File: config.mk
export PLATFORM = sky130hd
export DESIGN_NAME = event_counter_progress_checker_core
export DESIGN_NICKNAME = d
export VERILOG_FILES = /design/src/rtl/ecpc_pkg.sv /design/src/rtl/ecpc_ctrl.sv /design/src/rtl/ecpc_dp.sv /design/src/rtl/event_counter_progress_checker_core.sv
export SDC_FILE = /design/constraint.sdc
export NUM_CORES = 1
export LEC_CHECK = 0
export BUFFER_PORTS_ARGS = -buffer_cell sky130_fd_sc_hd__buf_2
export CAP_MARGIN = 20
export CORE_MARGIN = 8
export CORE_UTILIZATION = 48
export DETAILED_ROUTE_END_ITERATION = 10
export GPL_TIMING_DRIVEN = 0
export SYNTH_ARGS = -nofsm -noshare
export SYNTH_HDL_FRONTEND = slang
export SYNTH_SLANG_ARGS = --single-unit
File: constraint.sdc
create_clock -name clk_i -period 7.6 [get_ports clk_i]
set_clock_uncertainty 0.05 [all_clocks]
set_input_delay 0.76 -clock clk_i [delete_from_list [all_inputs] [get_ports clk_i]]
set_output_delay 0.76 -clock clk_i [all_outputs]
set_load 0.02 [all_outputs]
File: src/rtl/ecpc_pkg.sv
package ecpc_pkg;

  localparam int NUM_CHANNELS = 32;
  localparam int CH_W = (NUM_CHANNELS > 1) ? $clog2(NUM_CHANNELS) : 1;

  localparam int MOD_STRICT = 100;

  // func codes
  localparam logic [1:0] FUNC_FRAME  = 2'd0;
  localparam logic [1:0] FUNC_EVENT  = 2'd1;
  localparam logic [1:0] FUNC_REPORT = 2'd2;

  // result kind
  localparam logic KIND_ENTRY   = 1'b0;
  localparam logic KIND_SUMMARY = 1'b1;

  // slave tdata layout
  localparam int S_DATA_W = 32;
  localparam int S_CH_LSB = 0;
  localparam int S_FP_BIT = 5;
  localparam int S_CRC_BIT = 6;
  localparam int S_EC_LSB = 7;
  localparam int S_CHIP_LSB = 15;

  // master tdata layout
  localparam int M_DATA_W = 24;
  localparam int M_CH_LSB = 0;
  localparam int M_CHIP_LSB = 5;
  localparam int M_AGREE_BIT = 17;
  localparam int M_CNT_LSB = 18;

  typedef enum logic [1:0] {
    ST_IDLE,
    ST_SCAN,
    ST_SUM
  } ctrl_state_e;

  typedef struct packed {
    logic take;        // input transaction accepted
    logic step;        // advance scan pointer
    logic emit_entry;  // load a working-channel entry
    logic emit_sum;    // load summary and clear store
  } dp_cmd_t;

  typedef struct packed {
    logic cand;       // scanned channel is present and not bad
    logic scan_end;   // scan pointer on last channel
    logic slot_free;  // output register can take a result
  } dp_sts_t;

endpackage

File: src/rtl/ecpc_ctrl.sv
module ecpc_ctrl
  import ecpc_pkg::*;
(
  input  logic       clk_i,
  input  logic       rst_ni,
  input  logic       s_tvalid_i,
  input  logic [1:0] func_i,
  output logic       s_tready_o,
  input  dp_sts_t    sts_i,
  output dp_cmd_t    cmd_o
);

  ctrl_state_e state_q, state_d;
  logic        accept;

  assign accept = s_tvalid_i && (state_q == ST_IDLE);

  always_comb begin
    state_d = state_q;
    case (state_q)
      ST_IDLE: begin
        if (accept && func_i == FUNC_REPORT) state_d = ST_SCAN;
      end
      ST_SCAN: begin
        if ((!sts_i.cand || sts_i.slot_free) && sts_i.scan_end) state_d = ST_SUM;
      end
      ST_SUM: begin
        if (sts_i.slot_free) state_d = ST_IDLE;
      end
      default: state_d = ST_IDLE;
    endcase
  end

  always_comb begin
    s_tready_o = 1'b0;
    cmd_o      = '0;
    case (state_q)
      ST_IDLE: begin
        s_tready_o = 1'b1;
        cmd_o.take = accept;
      end
      ST_SCAN: begin
        cmd_o.step       = !sts_i.cand || sts_i.slot_free;
        cmd_o.emit_entry = sts_i.cand && sts_i.slot_free;
      end
      ST_SUM: begin
        cmd_o.emit_sum = sts_i.slot_free;
      end
      default: ;
    endcase
  end

  always_ff @(posedge clk_i or negedge rst_ni) begin
    if (!rst_ni) begin
      state_q <= ST_IDLE;
    end else begin
      state_q <= state_d;
    end
  end

endmodule

File: src/rtl/ecpc_dp.sv
module ecpc_dp
  import ecpc_pkg::*;
(
  input  logic        clk_i,
  input  logic        rst_ni,
  input  logic        cfg_we_i,
  input  logic        cfg_wdata_i,
  input  logic [1:0]  func_i,
  input  logic [4:0]  channel_i,
  input  logic        footprint_ok_i,
  input  logic        crc_ok_i,
  input  logic [7:0]  event_counter_i,
  input  logic [11:0] chip_ident_i,
  input  dp_cmd_t     cmd_i,
  output dp_sts_t     sts_o,
  input  logic        m_tready_i,
  output logic        m_tvalid_o,
  output logic        kind_o,
  output logic [4:0]  work_channel_o,
  output logic [11:0] work_chip_o,
  output logic        counters_agree_o,
  output logic [5:0]  working_count_o,
  output logic        last_o
);

  logic strict_q;
  logic in_first_q, seen_q;
  logic [NUM_CHANNELS-1:0] known_q, bad_q, present_q;
  logic [7:0]  exp_q    [NUM_CHANNELS];
  logic [7:0]  latest_q [NUM_CHANNELS];
  logic [11:0] chip_q   [NUM_CHANNELS];

  logic [CH_W-1:0] scan_idx_q;
  logic       have_q, agree_q;
  logic [7:0] ref_q;
  logic [5:0] count_q;

  logic        m_valid_q, m_kind_q, m_agree_q, m_last_q;
  logic [4:0]  m_ch_q;
  logic [11:0] m_chip_q;
  logic [5:0]  m_cnt_q;

  // frame decode
  logic [5:0]      ch_ext;
  logic            in_range;
  logic [CH_W-1:0] ch_idx;
  logic            frame_ok, known_eff, checked, mismatch, bad_now;
  logic [8:0]      next9, next_mod;

  assign ch_ext   = {1'b0, channel_i};
  assign in_range = ch_ext < 6'(NUM_CHANNELS);
  assign ch_idx   = ch_ext[CH_W-1:0];
  assign frame_ok = cmd_i.take && func_i == FUNC_FRAME && seen_q && in_range;
  assign known_eff = known_q[ch_idx] || in_first_q;
  assign checked  = known_eff && !bad_q[ch_idx];
  assign mismatch = (event_counter_i != exp_q[ch_idx]) && !(in_first_q && !strict_q);
  assign bad_now  = !footprint_ok_i || !crc_ok_i || mismatch;
  assign next9    = {1'b0, event_counter_i} + 9'd1;

  always_comb begin
    next_mod = next9;
    if (strict_q) begin
      if (next9 >= 9'(2 * MOD_STRICT)) next_mod = next9 - 9'(2 * MOD_STRICT);
      else if (next9 >= 9'(MOD_STRICT)) next_mod = next9 - 9'(MOD_STRICT);
    end
  end

  assign sts_o.cand      = present_q[scan_idx_q] && !bad_q[scan_idx_q];
  assign sts_o.scan_end  = scan_idx_q == CH_W'(NUM_CHANNELS - 1);
  assign sts_o.slot_free = !m_valid_q || m_tready_i;

  // control and marks
  always_ff @(posedge clk_i or negedge rst_ni) begin
    if (!rst_ni) begin
      strict_q   <= 1'b0;
      in_first_q <= 1'b1;
      seen_q     <= 1'b0;
      known_q    <= '0;
      bad_q      <= '0;
      present_q  <= '0;
      scan_idx_q <= '0;
      for (int i = 0; i < NUM_CHANNELS; i++) exp_q[i] <= '0;
    end else begin
      if (cfg_we_i) strict_q <= cfg_wdata_i;
      if (cmd_i.take && func_i == FUNC_EVENT) begin
        if (seen_q) in_first_q <= 1'b0;
        seen_q    <= 1'b1;
        present_q <= '0;
      end
      if (frame_ok) begin
        present_q[ch_idx] <= 1'b1;
        if (in_first_q) known_q[ch_idx] <= 1'b1;
        if (checked) begin
          if (bad_now) bad_q[ch_idx] <= 1'b1;
          if (!mismatch) exp_q[ch_idx] <= next_mod[7:0];
        end
      end
      if (cmd_i.step && !sts_o.scan_end) scan_idx_q <= scan_idx_q + CH_W'(1);
      if (cmd_i.emit_sum) begin
        in_first_q <= 1'b1;
        seen_q     <= 1'b0;
        known_q    <= '0;
        bad_q      <= '0;
        present_q  <= '0;
        scan_idx_q <= '0;
        for (int i = 0; i < NUM_CHANNELS; i++) exp_q[i] <= '0;
      end
    end
  end

  // latest counter and chip id, written by every frame taken after an event start
  always_ff @(posedge clk_i) begin
    if (frame_ok) begin
      latest_q[ch_idx] <= event_counter_i;
      chip_q[ch_idx]   <= chip_ident_i;
    end
  end

  // agreement tracking over the report scan
  always_ff @(posedge clk_i or negedge rst_ni) begin
    if (!rst_ni) begin
      have_q  <= 1'b0;
      agree_q <= 1'b1;
      count_q <= '0;
    end else if (cmd_i.take && func_i == FUNC_REPORT) begin
      have_q  <= 1'b0;
      agree_q <= 1'b1;
      count_q <= '0;
    end else if (cmd_i.emit_entry) begin
      have_q  <= 1'b1;
      count_q <= count_q + 6'd1;
      if (have_q && latest_q[scan_idx_q] != ref_q) agree_q <= 1'b0;
    end
  end

  always_ff @(posedge clk_i) begin
    if (cmd_i.emit_entry && !have_q) ref_q <= latest_q[scan_idx_q];
  end

  // output register
  always_ff @(posedge clk_i or negedge rst_ni) begin
    if (!rst_ni) begin
      m_valid_q <= 1'b0;
    end else if (cmd_i.emit_entry || cmd_i.emit_sum) begin
      m_valid_q <= 1'b1;
    end else if (m_tready_i) begin
      m_valid_q <= 1'b0;
    end
  end

  always_ff @(posedge clk_i) begin
    if (cmd_i.emit_entry) begin
      m_kind_q  <= KIND_ENTRY;
      m_ch_q    <= 5'(scan_idx_q);
      m_chip_q  <= chip_q[scan_idx_q];
      m_agree_q <= 1'b0;
      m_cnt_q   <= '0;
      m_last_q  <= 1'b0;
    end else if (cmd_i.emit_sum) begin
      m_kind_q  <= KIND_SUMMARY;
      m_ch_q    <= '0;
      m_chip_q  <= '0;
      m_agree_q <= agree_q;
      m_cnt_q   <= count_q;
      m_last_q  <= 1'b1;
    end
  end

  assign m_tvalid_o       = m_valid_q;
  assign kind_o           = m_kind_q;
  assign work_channel_o   = m_ch_q;
  assign work_chip_o      = m_chip_q;
  assign counters_agree_o = m_agree_q;
  assign working_count_o  = m_cnt_q;
  assign last_o           = m_last_q;

endmodule

File: src/rtl/event_counter_progress_checker_core.sv
// Channel   Dir  Handshake          Payload
// s_axis    in   tvalid/tready      tuser=func, tdata=frame fields
// m_axis    out  tvalid/tready      tuser=kind, tlast=last, tdata=report fields
// cfg       in   cfg_we_i           cfg_wdata_i = strict_mode
//
// Frame and event-start transactions may follow back to back. A report
// transaction walks the channel store one channel per cycle while the master
// side does not stall (each entry waits for the single output register), then
// loads the summary. Input is held off for the whole report. Reset is
// asynchronous, active low, and clears all marks and expected counters; the
// summary transaction clears them again.
module event_counter_progress_checker_core
  import ecpc_pkg::*;
(
  input  logic                clk_i,
  input  logic                rst_ni,
  // configuration
  input  logic                cfg_we_i,
  input  logic                cfg_wdata_i,
  // input stream
  input  logic                s_axis_tvalid,
  output logic                s_axis_tready,
  // tuser: [1:0] func
  input  logic [1:0]          s_axis_tuser,
  // tdata: [4:0] channel, [5] footprint_ok, [6] crc_ok, [14:7] event_counter,
  //        [26:15] chip_ident, [31:27] zero
  input  logic [S_DATA_W-1:0] s_axis_tdata,
  // result stream
  output logic                m_axis_tvalid,
  input  logic                m_axis_tready,
  // tuser: [0] kind
  output logic                m_axis_tuser,
  output logic                m_axis_tlast,
  // tdata: [4:0] work_channel, [16:5] work_chip, [17] counters_agree,
  //        [23:18] working_count
  output logic [M_DATA_W-1:0] m_axis_tdata
);

  dp_cmd_t cmd;
  dp_sts_t sts;

  logic [4:0]  work_channel;
  logic [11:0] work_chip;
  logic        counters_agree;
  logic [5:0]  working_count;

  // Sequence the report scan; accept input only when idle.
  ecpc_ctrl u_ctrl (
    .clk_i      (clk_i),
    .rst_ni     (rst_ni),
    .s_tvalid_i (s_axis_tvalid),
    .func_i     (s_axis_tuser),
    .s_tready_o (s_axis_tready),
    .sts_i      (sts),
    .cmd_o      (cmd)
  );

  // Hold per-channel marks and counters, check frames, build results.
  ecpc_dp u_dp (
    .clk_i            (clk_i),
    .rst_ni           (rst_ni),
    .cfg_we_i         (cfg_we_i),
    .cfg_wdata_i      (cfg_wdata_i),
    .func_i           (s_axis_tuser),
    .channel_i        (s_axis_tdata[S_CH_LSB +: 5]),
    .footprint_ok_i   (s_axis_tdata[S_FP_BIT]),
    .crc_ok_i         (s_axis_tdata[S_CRC_BIT]),
    .event_counter_i  (s_axis_tdata[S_EC_LSB +: 8]),
    .chip_ident_i     (s_axis_tdata[S_CHIP_LSB +: 12]),
    .cmd_i            (cmd),
    .sts_o            (sts),
    .m_tready_i       (m_axis_tready),
    .m_tvalid_o       (m_axis_tvalid),
    .kind_o           (m_axis_tuser),
    .work_channel_o   (work_channel),
    .work_chip_o      (work_chip),
    .counters_agree_o (counters_agree),
    .working_count_o  (working_count),
    .last_o           (m_axis_tlast)
  );

  assign m_axis_tdata = {working_count, counters_agree, work_chip, work_channel};

endmodule

==> impl_metrics.tcl <==
set metrics [dict create \
    status "finished, final reports clean" \
    hold_path_class "in2reg" \
    syn_area_per_cell_um2 15.5 \
    dp_hpwl_um 94200 \
    insertion_delay_ns 0.71 \
    num-fill-cells 7500 \
    yosysWarnings 0 \
    reg2reg_from "u_dp.scan_idx_q[1]$_DFFE_PN0P_" \
    coreArea_um2 93000 \
    min_period_ns 5.76 \
    synth_top_area_share_pct 44.4 \
    synth.most_common_cell "edfxtp_1" \
    synth_edf_count 665 \
    worstSetupStartpoint "s_axis_tdata[9]" \
    path_class "in2reg" \
    track_usage_pct 25.4 \
    r2r_cells 9 \
    firstDrtPassIters 6 \
    instances_no_fill 4513 \
    path_clk_slew_ns 0.06 \
    root_buffer "clkbuf_16" \
    min_path_cells 2 \
    cts_max_level 3 \
    cts_sinks 1044 \
    tritoncts "done" \
    antenna_found_initial 1 \
    slew_headroom_pct 25.9 \
    grt_pass1_vias 27800 \
    ys_seq_area_share_pct 65.4 \
    cts_buffers 108 \
    cts_hold_buf 1 \
    areaGrowthSynthToFinish_pct 14.7 \
    finalCritPeriodShare_pct 75.7 \
    nets 3219 \
    drive_above_1_share_pct 20.2 \
    viasPerCell 6.10 \
    totalPowerFinal_mw 15.0 \
    io_buffers 61 \
    setup_violations 0 \
    maxSlewViolCount 0 \
    synthTopCellsByArea "edfxtp_1 (44%), dfrtp_1 (21%), mux4_2 (10%)" \
    cts_resized 0 \
    synth_seq_cells 1044 \
    drtIter0Drc 2975 \
    totalWireLength_um 133000 \
    yosysUniqueCellTypes 69 \
    grt_max_degree 122 \
    die_w_um 322 \
    initial_core_util_pct 48.4 \
    async_flop_share_pct 35.5 \
    gp_congestion 0.939 \
    yosysTopAreaCell "edfxtp_1" \
    min_from "cfg_we_i" \
    die_height_um 322 \
    num_io_pins 68 \
    dpl_cell_area_um2 48000 \
    drv_cap 0 \
    grt_pass1_wl_um 192000 \
    final_antenna_net_count 0 \
    required_ns 8.07 \
    cp_max_fo 33 \
    grt_overflow 0 \
    cp-start-kind "primary input" \
    cp-end-kind "flip-flop" \
    clockBufferDepth 3 \
    p_leak_nw 20.6 \
    drc 0 \
    num_vias 27500 \
    stdcell_area_um2 51600 \
    wl_per_cell_um 29.5 \
    utilization_pct 55.5 \
    ys.flop_type "edfxtp_1" \
    syn_nets 2955 \
    num_rows 112 \
    synth_cells 2908 \
    dieArea_um2 104000 \
    synth_common_cells "edfxtp_1 (665), mux2i_1 (418), dfrtp_1 (369)" \
    syn_area_um2 45000 \
    p_per_area_nw_per_um2 291 \
    worst_pin_slew_ns 1.11 \
    fmax_mhz 174 \
    ir_drop_v 0.000191 \
    rsz0062_at_grt "false" \
    placed_cells 4310 \
    cts_setup_buffers 0 \
    arrival_ns 6.22 \
    hold_viol_final 0 \
]
[final timing paths]
kind	to	slack (ns)
setup / recovery	u_dp.exp_q[147]$_DFFE_PN0P_	1.84
hold reg to reg	u_dp.counters_agree_o$_SDFFE_PP0P_	0.41
setup reg to reg	u_dp.work_chip_o[2]$_SDFFCE_PN0P_	2.52
hold / removal	u_dp.strict_q$_DFFE_PN0P_	0.22
max in group asynchronous	u_dp.present_q[17]$_DFF_PN0_	5.55
min in group asynchronous	u_dp.exp_q[202]$_DFFE_PN0P_	0.46
[registers in the layout, indices dropped and copies added (netlist names), 2 cells and up]
register              count
u_dp.count_q              6
u_dp.bad_q               32
u_dp.exp_q              256
u_dp.ref_q                8
u_dp.working_count_o      6
u_dp.present_q           32
u_dp.work_chip_o         12
u_dp.work_channel_o       5
u_dp.known_q             32
u_dp.chip_q             384
u_dp.scan_idx_q           5
u_dp.latest_q           256
u_ctrl.state_q            2
[stage by stage]
stage | setup WS, ns | hold WS, ns | TNS [ns]
2_1_floorplan | 3.35 | 0.387 | 0
3_3_place_gp | -1.42 | 0.407 | -507.96
3_5_place_dp | 0.932 | 0.402 | 0
4_1_cts | 1.68 | 0.162 | 0
5_1_grt | 1.59 | 0.215 | 0
6_report | 1.84 | 0.217 | 0
[routing by layer]
layer / vias up / share of wire, % / global-route usage, %
met5: - / 0 / 0
met1: 14600 / 42 / 35.5
li1: 11700 / - / -
met2: 1109 / 48 / 41.2
met3: 193 / 7.5 / 4.73
met4: 0 / 2.5 / 6.88
[worst max-delay path: stages]
cell	delay [ns]
buf_2	0.47
clkbuf_1	0.58
nand3_1	0.25
xnor2_1	0.44
inv_1	0.09
ha_1	0.25
nand2_1	0.10
nor4bb_1	0.29
a311oi_1	0.08
o311ai_0	0.61
clkbuf_2	0.27
nand2_1	0.08
a21oi_1	0.16
a2bb2oi_1	0.88
clkbuf_1	0.72
mux2i_1	0.16
[cell families (layout without fill, tap and decap cells)]
group                      count (synthesis)  in the layout  share of synthesized area [%]
AOI/OAI and AO/OA                        253            253                           3.43
muxes                                    636            636                           20.0
xor gates and xnor gates                  25             25                          0.487
other                                      0              1                              0
adders and majority gates                  7              7                          0.195
DFF                                     1044           1044                           65.4
buffers and inverters                    228            578                           2.24
and+or+nand+nor                          715            715                           8.29
[where the power goes]
| group | total (mW) | switching [mW] | internal [mW] |
|---|---|---|---|
| Clock | 5.24 | 2.25 | 2.99 |
| Combinational | 3.52 | 2.01 | 1.51 |
| Sequential | 6.27 | 0.0895 | 6.18 |
[layout by cell type (no fill, tap or decap), types with 20 or more instances in the layout]
| cell | Yosys | final |
|---|---|---|
| o22ai_1 | 65 | 65 |
| inv_1 | 21 | 21 |
| nand3_4 | 28 | 28 |
| nor3_2 | 0 | 28 |
| buf_6 | 3 | 73 |
| clkbuf_16 | 0 | 110 |
| buf_2 | 48 | 109 |
| clkbuf_1 | 129 | 160 |
| mux2i_1 | 418 | 418 |
| edfxtp_1 | 665 | 665 |
| nor2_1 | 147 | 147 |
| and4b_1 | 20 | 20 |
| a21oi_1 | 122 | 122 |
| dfrtp_1 | 369 | 369 |
| nor3_1 | 67 | 39 |
| mux4_2 | 209 | 209 |
| nand2_1 | 319 | 319 |
[area by class of cell]
type / instances / area, µm² / area share (%)
antenna: 1 / 2.50 / 0.00485
buffer: 205 / 923 / 1.79
clock buffer: 153 / 3030 / 5.88
clock inverter: 43 / 459 / 0.890
inverter: 23 / 86.3 / 0.167
multi-input combinational: 1636 / 14700 / 28.5
sequential: 1044 / 29400 / 57.0
tap: 1254 / 1570 / 3.04
timing repair buffer: 154 / 1400 / 2.72
Note: power is estimated with default switching activity, not from simulation.
